**config.mk**
```make
export PLATFORM = sky130hd
export DESIGN_NAME = string_nibble_hash_flat
export DESIGN_NICKNAME = d
export VERILOG_FILES = /design/src/hw/rtl/snh_pkg.sv /design/src/hw/rtl/snh_in_if.sv /design/src/hw/rtl/snh_out_if.sv /design/src/hw/rtl/snh_front.sv /design/src/hw/rtl/snh_queue.sv /design/src/hw/rtl/snh_back.sv /design/src/hw/rtl/string_nibble_hash.sv /design/src/flat_wrapper.sv
export SDC_FILE = /design/constraint.sdc
export NUM_CORES = 1
export LEC_CHECK = 0
export ABC_AREA = 1
export BUFFER_PORTS_ARGS = -buffer_cell sky130_fd_sc_hd__buf_4
export CAP_MARGIN = 30
export CORE_AREA = 2 2 171 173
export CTS_CLUSTER_DIAMETER = 100
export DETAILED_ROUTE_END_ITERATION = 8
export DIE_AREA = 0 0 173 175
export PLACE_DENSITY_LB_ADDON = 0.12
export SYNTH_ARGS = -nofsm -noshare
export SYNTH_HDL_FRONTEND = slang
export SYNTH_SLANG_ARGS = --single-unit
export TNS_END_PERCENT = 1
```
**constraint.sdc**
```tcl
create_clock -name i_clk -period 14.4 [get_ports i_clk]
set_clock_uncertainty 0.15 [all_clocks]
set_input_delay 2.16 -clock i_clk [delete_from_list [all_inputs] [get_ports i_clk]]
set_output_delay 2.16 -clock i_clk [all_outputs]
set_load 0.01 [all_outputs]
```
**src/hw/rtl/snh_pkg.sv**
```systemverilog
// ----------------------------------------------------------------------------
// snh_pkg
// Types and constants shared by the string nibble hash modules.
// ----------------------------------------------------------------------------
package snh_pkg;

    // queue between front and back
    localparam int Q_DEPTH = 4;
    localparam int Q_PTR_W = 2;
    localparam int Q_LVL_W = 3;

    // width of the count field of a result word
    localparam int RES_W = 16;

    // byte codes
    localparam logic [7:0] BYTE_NUL   = 8'h00;
    localparam logic [7:0] BYTE_LF    = 8'h0A;
    localparam logic [7:0] BYTE_SPACE = 8'h20;
    localparam logic [7:0] BYTE_ZERO  = 8'h30;
    localparam logic [7:0] BYTE_NINE  = 8'h39;
    localparam logic [7:0] BYTE_UC_A  = 8'h41;
    localparam logic [7:0] BYTE_UC_Z  = 8'h5A;
    localparam logic [7:0] BYTE_LC_A  = 8'h61;
    localparam logic [7:0] BYTE_LC_Z  = 8'h7A;
    localparam logic [7:0] CASE_MASK  = 8'hDF;

    // last emitted code before any was emitted
    localparam logic [4:0] NONE_YET = 5'h10;

    localparam int         TABLE_LEN   = 36;
    localparam logic [5:0] ALPHA_BASE  = 6'd10;

    // '0'..'9' then 'A'..'Z'
    localparam logic [3:0] CODE_TABLE [TABLE_LEN] = '{
        4'd0,  4'd1,  4'd2,  4'd3,  4'd4,  4'd5,  4'd6,  4'd7,  4'd8,  4'd9,
        4'd10, 4'd11, 4'd12, 4'd13, 4'd14, 4'd15, 4'd1,  4'd2,  4'd3,  4'd1,
        4'd12, 4'd4,  4'd5,  4'd6,  4'd7,  4'd8,  4'd9,  4'd10, 4'd11, 4'd12,
        4'd13, 4'd14, 4'd13, 4'd2,  4'd3,  4'd15
    };

    // one queued result: a code (value[3:0]) or the end word (value = count)
    typedef struct packed {
        logic             is_end;
        logic [RES_W-1:0] value;
    } t_entry;

    // words pushed by the front in one cycle, e0 first
    typedef struct packed {
        logic [1:0] num;
        t_entry     e0;
        t_entry     e1;
    } t_push;

    typedef struct packed {
        logic               has_room;
        logic [Q_LVL_W-1:0] level;
    } t_q_status;

    typedef struct packed {
        logic   valid;
        t_entry head;
    } t_q_head;

endpackage

```
**src/hw/rtl/snh_in_if.sv**
```systemverilog
// ----------------------------------------------------------------------------
// snh_in_if
// Byte channel into the string nibble hash: valid, ready and one byte.
// ----------------------------------------------------------------------------
interface snh_in_if;
    logic       valid;
    logic       ready;
    logic [7:0] in_byte;

    modport source (output valid, output in_byte, input ready);
    modport sink   (input valid, input in_byte, output ready);
endinterface

```
**src/hw/rtl/snh_out_if.sv**
```systemverilog
// ----------------------------------------------------------------------------
// snh_out_if
// Result channel of the string nibble hash: valid, ready and one result word.
// ----------------------------------------------------------------------------
interface snh_out_if;
    logic        valid;
    logic        ready;
    logic [3:0]  code_nibble;
    logic        string_end;
    logic [15:0] emitted_count;

    modport source (output valid, output code_nibble, output string_end,
                    output emitted_count, input ready);
    modport sink   (input valid, input code_nibble, input string_end,
                    input emitted_count, output ready);
endinterface

```
**src/hw/rtl/snh_front.sv**
```systemverilog
// ----------------------------------------------------------------------------
// snh_front
// Accepts bytes, classifies them, keeps the hash state and pushes up to two
// result words per byte into the queue.
// ----------------------------------------------------------------------------
module snh_front #(
    parameter int COUNT_WIDTH = 16
) (
    input  logic                i_clk,
    input  logic                i_rst_n,
    snh_in_if.sink              i_byte,
    input  snh_pkg::t_q_status  i_q_status,
    output snh_pkg::t_push      o_push
);

    logic [7:0]             r_sum;
    logic                   r_in_run;
    logic [4:0]             r_last;
    logic [COUNT_WIDTH-1:0] r_total;

    logic [7:0]             n_sum;
    logic                   n_in_run;
    logic [4:0]             n_last;
    logic [COUNT_WIDTH-1:0] n_total;

    logic                   accept;
    logic [7:0]             b;
    logic [7:0]             up;
    logic                   is_term;
    logic                   is_digit;
    logic                   is_alpha;
    logic                   is_ctrl;
    logic                   is_punct;
    logic                   is_own;
    logic [7:0]             diff;
    logic [5:0]             idx;
    logic [3:0]             own_code;
    logic [3:0]             run_code;
    logic                   close_run;
    logic                   emit1;
    logic                   emit2;
    logic [4:0]             last1;
    logic [COUNT_WIDTH-1:0] total1;
    logic [COUNT_WIDTH-1:0] total2;
    logic [COUNT_WIDTH+snh_pkg::RES_W-1:0] count_ext;
    snh_pkg::t_entry        run_entry;
    snh_pkg::t_entry        own_entry;
    snh_pkg::t_entry        end_entry;

    assign i_byte.ready = i_q_status.has_room;
    assign accept       = i_byte.valid && i_byte.ready;

    always_comb begin
        b        = i_byte.in_byte;
        up       = b & snh_pkg::CASE_MASK;
        is_term  = (b == snh_pkg::BYTE_NUL) || (b == snh_pkg::BYTE_LF);
        is_digit = (b >= snh_pkg::BYTE_ZERO) && (b <= snh_pkg::BYTE_NINE);
        is_alpha = ((b >= snh_pkg::BYTE_UC_A) && (b <= snh_pkg::BYTE_UC_Z))
                || ((b >= snh_pkg::BYTE_LC_A) && (b <= snh_pkg::BYTE_LC_Z));
        is_ctrl  = (b < snh_pkg::BYTE_SPACE);
        is_punct = !is_digit && !is_alpha && !is_ctrl;
        is_own   = is_digit || is_alpha;

        // table index: digits first, then letters
        if (is_digit) begin
            diff = b - snh_pkg::BYTE_ZERO;
            idx  = diff[5:0];
        end else begin
            diff = up - snh_pkg::BYTE_UC_A;
            idx  = snh_pkg::ALPHA_BASE + diff[5:0];
        end
        own_code = (idx < 6'(snh_pkg::TABLE_LEN)) ? snh_pkg::CODE_TABLE[idx] : 4'd0;

        run_code  = r_sum[7:4] ^ r_sum[3:0];
        close_run = r_in_run && !is_punct;

        emit1  = close_run && ({1'b0, run_code} != r_last);
        last1  = emit1 ? {1'b0, run_code} : r_last;
        emit2  = is_own && ({1'b0, own_code} != last1);

        total1 = (emit1 && (r_total != '1)) ? r_total + 1'b1 : r_total;
        total2 = (emit2 && (total1 != '1)) ? total1 + 1'b1 : total1;

        count_ext = {{snh_pkg::RES_W{1'b0}}, r_total};

        run_entry.is_end = 1'b0;
        run_entry.value  = {{(snh_pkg::RES_W-4){1'b0}}, run_code};
        own_entry.is_end = 1'b0;
        own_entry.value  = {{(snh_pkg::RES_W-4){1'b0}}, own_code};
        end_entry.is_end = 1'b1;
        end_entry.value  = count_ext[snh_pkg::RES_W-1:0];

        n_sum    = r_sum;
        n_in_run = r_in_run;
        n_last   = r_last;
        n_total  = r_total;
        o_push.num = 2'd0;
        o_push.e0  = own_entry;
        o_push.e1  = own_entry;

        if (accept) begin
            if (is_term) begin
                n_sum      = '0;
                n_in_run   = 1'b0;
                n_last     = snh_pkg::NONE_YET;
                n_total    = '0;
                o_push.num = 2'd1;
                o_push.e0  = end_entry;
            end else begin
                n_sum = close_run ? 8'd0 : r_sum;
                if (is_punct) begin
                    n_sum = r_sum + b;
                end
                n_in_run   = is_punct;
                n_last     = emit2 ? {1'b0, own_code} : last1;
                n_total    = total2;
                o_push.num = {1'b0, emit1} + {1'b0, emit2};
                o_push.e0  = emit1 ? run_entry : own_entry;
            end
        end
    end

    always_ff @(posedge i_clk) begin
        if (!i_rst_n) begin
            r_sum    <= '0;
            r_in_run <= 1'b0;
            r_last   <= snh_pkg::NONE_YET;
            r_total  <= '0;
        end else begin
            r_sum    <= n_sum;
            r_in_run <= n_in_run;
            r_last   <= n_last;
            r_total  <= n_total;
        end
    end

endmodule

```
**src/hw/rtl/snh_queue.sv**
```systemverilog
// ----------------------------------------------------------------------------
// snh_queue
// Short result queue between front and back: up to two words in, one out.
// ----------------------------------------------------------------------------
module snh_queue (
    input  logic                i_clk,
    input  logic                i_rst_n,
    input  snh_pkg::t_push      i_push,
    input  logic                i_pop,
    output snh_pkg::t_q_head    o_head,
    output snh_pkg::t_q_status  o_status
);

    snh_pkg::t_entry              r_mem [snh_pkg::Q_DEPTH];
    logic [snh_pkg::Q_PTR_W-1:0]  r_wr_ptr;
    logic [snh_pkg::Q_PTR_W-1:0]  r_rd_ptr;
    logic [snh_pkg::Q_LVL_W-1:0]  r_level;

    logic [snh_pkg::Q_PTR_W-1:0]  wr_ptr1;
    logic                         pop;

    assign wr_ptr1 = r_wr_ptr + 1'b1;
    assign pop     = i_pop && (r_level != '0);

    assign o_head.valid      = (r_level != '0);
    assign o_head.head       = r_mem[r_rd_ptr];
    // room for a byte that makes two words
    assign o_status.has_room = (r_level <= snh_pkg::Q_LVL_W'(snh_pkg::Q_DEPTH - 2));
    assign o_status.level    = r_level;

    always_ff @(posedge i_clk) begin
        if (i_push.num != 2'd0) begin
            r_mem[r_wr_ptr] <= i_push.e0;
        end
        if (i_push.num == 2'd2) begin
            r_mem[wr_ptr1] <= i_push.e1;
        end
    end

    always_ff @(posedge i_clk) begin
        if (!i_rst_n) begin
            r_wr_ptr <= '0;
            r_rd_ptr <= '0;
            r_level  <= '0;
        end else begin
            r_wr_ptr <= r_wr_ptr + snh_pkg::Q_PTR_W'(i_push.num);
            r_rd_ptr <= r_rd_ptr + snh_pkg::Q_PTR_W'(pop);
            r_level  <= r_level + snh_pkg::Q_LVL_W'(i_push.num)
                                - snh_pkg::Q_LVL_W'(pop);
        end
    end

endmodule

```
**src/hw/rtl/snh_back.sv**
```systemverilog
// ----------------------------------------------------------------------------
// snh_back
// Takes words from the queue and holds them in the output register until
// the receiver takes them.
// ----------------------------------------------------------------------------
module snh_back (
    input  logic              i_clk,
    input  logic              i_rst_n,
    input  snh_pkg::t_q_head  i_head,
    output logic              o_pop,
    snh_out_if.source         o_result
);

    logic        r_valid;
    logic [3:0]  r_nibble;
    logic        r_end;
    logic [15:0] r_count;

    // load when the register is empty or being taken
    assign o_pop = i_head.valid && (!r_valid || o_result.ready);

    assign o_result.valid         = r_valid;
    assign o_result.code_nibble   = r_nibble;
    assign o_result.string_end    = r_end;
    assign o_result.emitted_count = r_count;

    always_ff @(posedge i_clk) begin
        if (!i_rst_n) begin
            r_valid <= 1'b0;
        end else if (o_pop) begin
            r_valid <= 1'b1;
        end else if (o_result.ready) begin
            r_valid <= 1'b0;
        end
    end

    always_ff @(posedge i_clk) begin
        if (o_pop) begin
            r_end <= i_head.head.is_end;
            if (i_head.head.is_end) begin
                r_nibble <= 4'd0;
                r_count  <= i_head.head.value;
            end else begin
                r_nibble <= i_head.head.value[3:0];
                r_count  <= 16'd0;
            end
        end
    end

endmodule

```
**src/hw/rtl/string_nibble_hash.sv**
```systemverilog
// ----------------------------------------------------------------------------
// string_nibble_hash
// Hashes a byte string into a stream of 4-bit codes plus an end word.
//
// i_byte takes one string byte per word; 0 or 10 ends the string. o_result
// gives one word per emitted code (string_end = 0) and one end word per
// string (string_end = 1, emitted_count = codes emitted, saturating).
// Letters and digits map to codes through a table, punctuation runs are
// summed and folded into one code, repeats of the last code are dropped.
// Words pass through the queue, then the output register, to o_result; a
// byte that closes a run pushes both its words into the queue together.
// Throughput: one byte per cycle while each byte gives at most one word and
// the receiver takes every word; output is one word per cycle while ready is
// high, set by the output register. i_byte.ready drops when the four-word
// queue holds more than two words. Reset clears the hash state and empties
// queue and output register. When the receiver stalls, the output word holds
// and the queue fills, then i_byte.ready falls.
// ----------------------------------------------------------------------------
module string_nibble_hash #(
    parameter int COUNT_WIDTH = 16
) (
    input  logic       i_clk,
    input  logic       i_rst_n,
    snh_in_if.sink     i_byte,
    snh_out_if.source  o_result
);

    snh_pkg::t_push      push;
    snh_pkg::t_q_status  q_status;
    snh_pkg::t_q_head    q_head;
    logic                pop;

    snh_front #(
        .COUNT_WIDTH (COUNT_WIDTH)
    ) u_front (
        .i_clk      (i_clk),
        .i_rst_n    (i_rst_n),
        .i_byte     (i_byte),
        .i_q_status (q_status),
        .o_push     (push)
    );

    snh_queue u_queue (
        .i_clk    (i_clk),
        .i_rst_n  (i_rst_n),
        .i_push   (push),
        .i_pop    (pop),
        .o_head   (q_head),
        .o_status (q_status)
    );

    snh_back u_back (
        .i_clk    (i_clk),
        .i_rst_n  (i_rst_n),
        .i_head   (q_head),
        .o_pop    (pop),
        .o_result (o_result)
    );

`ifndef NO_ASSERTIONS
    // the queue never holds more than its depth
    a_no_overflow: assert property (@(posedge i_clk) disable iff (!i_rst_n)
        q_status.level <= snh_pkg::Q_LVL_W'(snh_pkg::Q_DEPTH))
        else $error("result queue overflow");

    // a terminator pushes exactly the end word
    a_term_one_word: assert property (@(posedge i_clk) disable iff (!i_rst_n)
        (i_byte.valid && i_byte.ready
            && (i_byte.in_byte == snh_pkg::BYTE_NUL || i_byte.in_byte == snh_pkg::BYTE_LF))
        |-> (push.num == 2'd1 && push.e0.is_end))
        else $error("terminator did not push a single end word");

    // pushes only happen when there is room for them
    a_push_room: assert property (@(posedge i_clk) disable iff (!i_rst_n)
        (push.num != 2'd0) |-> q_status.has_room)
        else $error("push into a full queue");

    // an end word carries a zero code
    a_end_zero: assert property (@(posedge i_clk) disable iff (!i_rst_n)
        (o_result.valid && o_result.string_end) |-> (o_result.code_nibble == 4'd0))
        else $error("end word with nonzero code");
`endif

endmodule

```
**src/flat_wrapper.sv**
```systemverilog
// flat-port wrapper written by rule: the top's interface ports become plain ports
module string_nibble_hash_flat 
#(
    parameter int COUNT_WIDTH = 16
)
  (i_clk, i_rst_n, i_byte_valid, i_byte_in_byte, i_byte_ready, o_result_valid, o_result_code_nibble, o_result_string_end, o_result_emitted_count, o_result_ready);
  snh_in_if i_byte_i ();
  snh_out_if o_result_i ();
  input  logic i_clk;
  input  logic i_rst_n;
  input wire logic [$bits(i_byte_i.valid)-1:0] i_byte_valid;
  input wire logic [$bits(i_byte_i.in_byte)-1:0] i_byte_in_byte;
  output wire logic [$bits(i_byte_i.ready)-1:0] i_byte_ready;
  output wire logic [$bits(o_result_i.valid)-1:0] o_result_valid;
  output wire logic [$bits(o_result_i.code_nibble)-1:0] o_result_code_nibble;
  output wire logic [$bits(o_result_i.string_end)-1:0] o_result_string_end;
  output wire logic [$bits(o_result_i.emitted_count)-1:0] o_result_emitted_count;
  input wire logic [$bits(o_result_i.ready)-1:0] o_result_ready;
  assign i_byte_i.valid = i_byte_valid;
  assign i_byte_i.in_byte = i_byte_in_byte;
  assign i_byte_ready = i_byte_i.ready;
  assign o_result_valid = o_result_i.valid;
  assign o_result_code_nibble = o_result_i.code_nibble;
  assign o_result_string_end = o_result_i.string_end;
  assign o_result_emitted_count = o_result_i.emitted_count;
  assign o_result_i.ready = o_result_ready;
  string_nibble_hash #(.COUNT_WIDTH(COUNT_WIDTH)) u_core (.i_clk(i_clk), .i_rst_n(i_rst_n), .i_byte(i_byte_i), .o_result(o_result_i));
endmodule
```
# ---- Word level (Yosys, flattened, before mapping)
# Memories as Yosys holds them, arrays and structs flattened. A register that Yosys moved wholly into a read port is not among the register bits.
# Index checks and enable logic that the tools add are counted.
dict set report totals {
  regBits 59
  ram_bits 68
  rom_bits 256
  inputBits 12
  out_inout_bits 23
  word_cells 95
  mem_count 2
}
# name words width rd rd_ports_with_merged_regs wr line
set memory_table {}
lappend memory_table {{(name not given)} 64 4 1 0 0 snh_front.sv:72} ;# own_code = (idx < 6'(snh_pkg::TABLE_LEN)) ? snh_pkg::CODE_TABLE[idx] : 4'd0;
lappend memory_table {u_core.u_queue.r_mem 4 17 1 1 2 snh_queue.sv:14} ;# snh_pkg::t_entry r_mem [snh_pkg::Q_DEPTH];
dict set report classes {
  add_sub_neg 12
  order_cmp 10
  eq_ne 6
  n_mux 24
  bitwise_logic 2
  reduce_logical 28
}
# cell n
set op_table {}
lappend op_table {{16-bit 2-to-1 mux} 3}
lappend op_table {{19-bit 2-to-1 mux} 2}
lappend op_table {{16-bit by 1-bit adder with 16-bit output (second input constant)} 2}
lappend op_table {{16-bit inequality test (second input constant)} 2}
lappend op_table {{8-bit 2-to-1 mux} 3}
lappend op_table {{8-bit by 7-bit >= comparator with 1-bit output (second input constant)} 2}
lappend op_table {{8-bit by 7-bit less-or-equal comparator with 1-bit output (second input constant)} 2}
lappend op_table {{4-bit 2-to-1 mux} 4}
lappend op_table {{5-bit 2-to-1 mux} 3}
lappend op_table {{1-bit logical AND} 13}
lappend op_table {{4-bit by 5-bit inequality test with 1-bit output} 2}
lappend op_table {{8-bit adder} 1}
lappend op_table {{8-bit by 4-bit == test with 1-bit output (second input constant)} 1}
lappend op_table {{8-bit by 6-bit >= comparator with 1-bit output (second input constant)} 1}
lappend op_table {{8-bit by 6-bit less-or-equal comparator with 1-bit output (second input constant)} 1}
lappend op_table {{8-bit zero test} 1}
lappend op_table {{8-bit by 6-bit < comparator with 1-bit output (second input constant)} 1}
lappend op_table {{7-bit >= comparator (second input constant)} 1}
lappend op_table {{1-bit 2-to-1 mux} 7}
lappend op_table {{6-bit NOT with 7-bit output} 1}
lappend op_table {{4-bit by 6-bit adder with 6-bit output (first input constant)} 1}
lappend op_table {{6-bit < comparator (second input constant)} 1}
lappend op_table {{6-bit 2-to-1 mux} 1}
lappend op_table {{3-bit nonzero test} 2}
lappend op_table {{other kinds (16)} 24}

# ---- Depth between registers and ports, before layout
dict set report depth {
  depth_word 18
  mapped_depth 31
  mapped_depth_nobuf 30
}

# ---- By module
# Synthesis repeated with hierarchy kept, for this count alone.
dict set report unflattened {
  hier_cells 1166
  area_unflattened_um2 8956.1
}
# module n_inst cells_per_inst area_per_inst_um2 seq_area_each_um2
set modules_own_cells {}
lappend modules_own_cells {snh_front 1 709 4125.2 600.6}
lappend modules_own_cells {snh_queue 1 387 3982.6 2182.1}
lappend modules_own_cells {snh_back 1 70 848.3 650.6}

# ---- Worst setup path before layout
# OpenSTA, ideal clock, no wires.
dict set report synth_timing {
  path_type {input to register}
  startpoint {input port i_byte_in_byte[0]}
  endpoint {memory u_core.u_queue.r_mem[0][2] in the netlist's numbering (data pin)}
  setup_ps 272
  arrival_ps 5925
  required_time_ps 13978
  path_slack_ps 8053
  cell_stages 27
  n_path_buf 3
  path_cell_list {inv_1 ha_1 nor2_1 nand2_1 nand2_1 nor2_1 o21ai_1 inv_1 ha_1 nand3_1 nand2_1 clkinv_1 nand2_1 a21oi_4 nor2_1 nor2_1 nand3_2 nand2_4 inv_2 buf_6 ha_1 o21ai_0 nand2_1 nand2_1 clkbuf_1 clkbuf_1 o22ai_1}
}
# element line
set synth_rtl {}
lappend synth_rtl {{start: declaration} flat_wrapper.sv:12} ;# input wire logic [$bits(i_byte_i.in_byte)-1:0] i_byte_in_byte;
lappend synth_rtl {{end: declaration} snh_queue.sv:14}

==> impl_metrics.py <==
metrics = {
    "placed_design": {
        "place.gp.congestion": 0.823,
        "dp.cells": 1489,
        "portBuffers": 34,
        "place_area_um2": 8410,
        "dp_hpwl_um": 16300,
    },
    "die": {
        "die_area_um2": 30300,
        "start_util_pct": 27.6,
        "row_count": 62,
        "die_height_um": 175,
        "core-area_um2": 28400,
        "die_x_um": 173,
        "ios": 35,
    },
    "timing": {
        "relSlewSlack_pct": 36.0,
        "slew_viol_final": 0,
        "finalHoldViolCount": 0,
        "period_share_pct": 48.8,
        "rsz0062_at_grt": "false",
        "finalSetupViolCount": 0,
        "clock.fmax_mhz": 142,
        "layout_min_cycle_time_ns": 7.03,
        "setup_tns_ns": 0,
        "holdWs_ns": 0.325,
        "tightestPinTransition_ns": 0.957,
    },
    "grt": {
        "grt_pass1_wl_um": 37100,
        "grt-ovfl-total": 0,
        "grt_start_max_net_pins": 46,
        "grt_pass1_vias": 6846,
        "track_usage_pct": 15.3,
        "antenna_found_initial": 0,
    },
    "finish": {
        "areaGrowthSynthToFinish_pct": 15.2,
        "mostFrequentLayoutCells": "nand2_1 (270), inv_1 (129), nand3_1 (96)",
        "drive_above_1_share_pct": 10.8,
        "final.fill_count": 3149,
        "nets": 1167,
        "fin_area_um2": 9020,
        "utilization_pct": 31.8,
        "final_common_cell": "nand2_1",
        "fin_cells": 1521,
        "antenna_cells": 0,
    },
    "route": {
        "wl_per_cell_um": 14.7,
        "routed_wl_um": 22300,
        "firstDrtPassIters": 5,
        "antenna_left": 0,
        "drt_iter0_markers": 400,
        "viasPerCell": 4.63,
        "drc": 0,
        "num_vias": 7039,
    },
    "job": {
        "drv_cap": 0,
    },
    "clock_tree": {
        "clkTransAtPathRegs_ns": 0.06,
        "cts_buffers": 17,
        "holdBufCountCts": 0,
        "h-tree-depth": 4,
        "clock_latency_ns": 0.43,
        "ctsResizeCount": 0,
        "post_cts_buffers": 0,
        "cts_tree": "yes",
        "cts-root-buf": "clkbuf_16",
        "clockBufferDepth": 2,
        "clock-sinks": 127,
    },
    "worst_setup_path": {
        "crit_required_ns": 14.27,
        "cp.arrival_ns": 6.90,
        "cp_max_fo": 18,
        "crit_path_start_kind": "primary input",
        "path_class": "in2reg",
        "cp-end-kind": "flip-flop",
    },
    "power": {
        "ir_drop_mv": 0.0749,
        "powerDensity_nw_per_um2": 158,
        "p_leak_nw": 3.97,
    },
    "synth": {
        "syn-instance-count": 1108,
        "synth_edf_count": 37,
        "async_reset_ff_share_pct": 0,
        "ys_seq_area_share_pct": 37.2,
        "mappedNetlistNets": 1151,
        "avgSynthCellArea_um2": 7.07,
        "ys_top_cells_by_area": "dfxtp_1 (23%), edfxtp_1 (14%), nand2_1 (13%), inv_1 (6.2%), nand3_1 (6.1%)",
        "ys.flop_type": "dfxtp_1",
        "yosysWarnings": 0,
        "synth_top_area_share_pct": 23.0,
        "syn_area_um2": 7830,
        "yosysTopAreaCell": "dfxtp_1",
        "ys_types": 45,
        "ys_ff_latch": 127,
    },
    "run_status": {
        "outcome": "complete, no violations",
    },
    "worst_hold_path": {
        "holdCritPathClass": "reg2reg",
    },
}
[sequential cells by signal, summed over array words and instances, names as in the netlist]
signal and count:
u_core.u_front.r_sum 8, u_core.u_queue.r_wr_ptr 2, u_core.u_back.o_result.valid 1, u_core.u_front.r_total 16, u_core.u_back.o_result.string_end 1, u_core.u_back.o_result.emitted_count 16, u_core.u_back.o_result.code_nibble 4, u_core.u_queue.r_rd_ptr 2
u_core.u_front.r_in_run 1, u_core.u_front.r_last 5, u_core.u_queue.r_level 3, u_core.u_queue.r_mem 68
[power breakdown]
part | switching, W | total [W] | internal (W)
logic | 0.000304 | 0.000472 | 0.000168
registers | 0.0000454 | 0.000502 | 0.000456
clock network | 0.000185 | 0.000451 | 0.000266
[critical path: stages]
cell and delay, ns:
buf_4 0.15, inv_1 0.13, ha_1 0.19, nor2_1 0.05, nand2_1 0.16, nand2_1 0.07, nor2_1 0.12, nand2_1 0.06
o21ai_1 0.20, inv_1 0.11, ha_1 0.33, nand3_1 0.10, nand2_1 0.06, clkinv_1 0.04, nand2_1 0.07, a21oi_4 0.27
nor2_1 0.09, nor2_1 0.13, nand3_2 0.10, nand2_4 0.13, inv_2 0.13, ha_1 0.34, o21ai_0 0.35, nand2_1 0.25
nand2_1 0.54, nand2_1 0.56
[metal layers]
| metal | wire, um | track usage (%) |
|---|---|---|
| met1 | 11400 | 20.8 |
| met2 | 10200 | 25.5 |
| met3 | 510 | 2.22 |
| met4 | 197 | 3.78 |
| met5 | 0 | 0 |
[logic make-up (layout without fill, tap and decap cells)]
logic type / count (synthesis) / after routing / share of synthesized area, %
simple gates: 514 / 514 / 29.3
compound gates: 221 / 221 / 15.5
buf+inv: 187 / 216 / 9.62
flops: 127 / 127 / 37.2
fa+ha+maj: 31 / 31 / 5.15
xor+xnor: 28 / 28 / 3.23
[through the flow]
stage	power, W	setup slack [ns]
final	0.00142	7.37
after global routing	0.00153	6.66
after CTS	0.00145	7.26
after detailed placement	0.000987	6.83
after global placement	0.000990	7.02
after floorplan	0.000826	8.05
[cells in the mapped netlist, types with 2 or more instances]
cell,instances
nand2_1,270
inv_1,129
nand3_1,96
o21ai_0,94
dfxtp_1,90
nor2_1,80
a21oi_1,69
edfxtp_1,37
o22ai_1,31
clkbuf_1,30
ha_1,29
xor2_1,19
nand4_1,17
nor3_1,12
inv_2,11
nand2_2,11
o21ai_1,10
xnor2_1,8
nor2_2,7
buf_2,5
buf_6,5
nand3b_1,5
a32o_1,4
clkinv_1,3
nand4_2,3
nor2_4,3
a211oi_1,2
a21oi_2,2
buf_1,2
buf_4,2
fa_1,2
nand2_4,2
nand3_2,2
nand3_4,2
nor3_2,2
o21ai_2,2
o221ai_1,2
[path summary, 6_finish.rpt]
check,from,endpoint,slack [ns],depth (start not counted)
max,i_byte_in_byte[1],u_core.u_queue.r_mem[1][0]$_DFFE_PP_,7.37,26
max reg2reg,u_core.u_front.r_sum[1]$_SDFFE_PN0P_,u_core.u_queue.r_mem[1][0]$_DFFE_PP_,9.62,19
min reg2reg,u_core.u_queue.r_mem[1][13]$_SDFFE_PP0N_,u_core.u_queue.r_mem[1][13]$_SDFFE_PP0N_,0.33,2
min,u_core.u_queue.r_mem[1][13]$_SDFFE_PP0N_,u_core.u_queue.r_mem[1][13]$_SDFFE_PP0N_,0.33,2
[layout make-up]
type	instances	area, um^2	share of cell area, %
inverters	143	537	5.95
multi-input cells	794	4170	46.2
flip-flops and latches	127	2910	32.3
well taps	384	480	5.33
clock buffers	18	439	4.87
repair buffers	41	315	3.50
clock inverters	14	169	1.87
(Power assumes the default switching activity.)
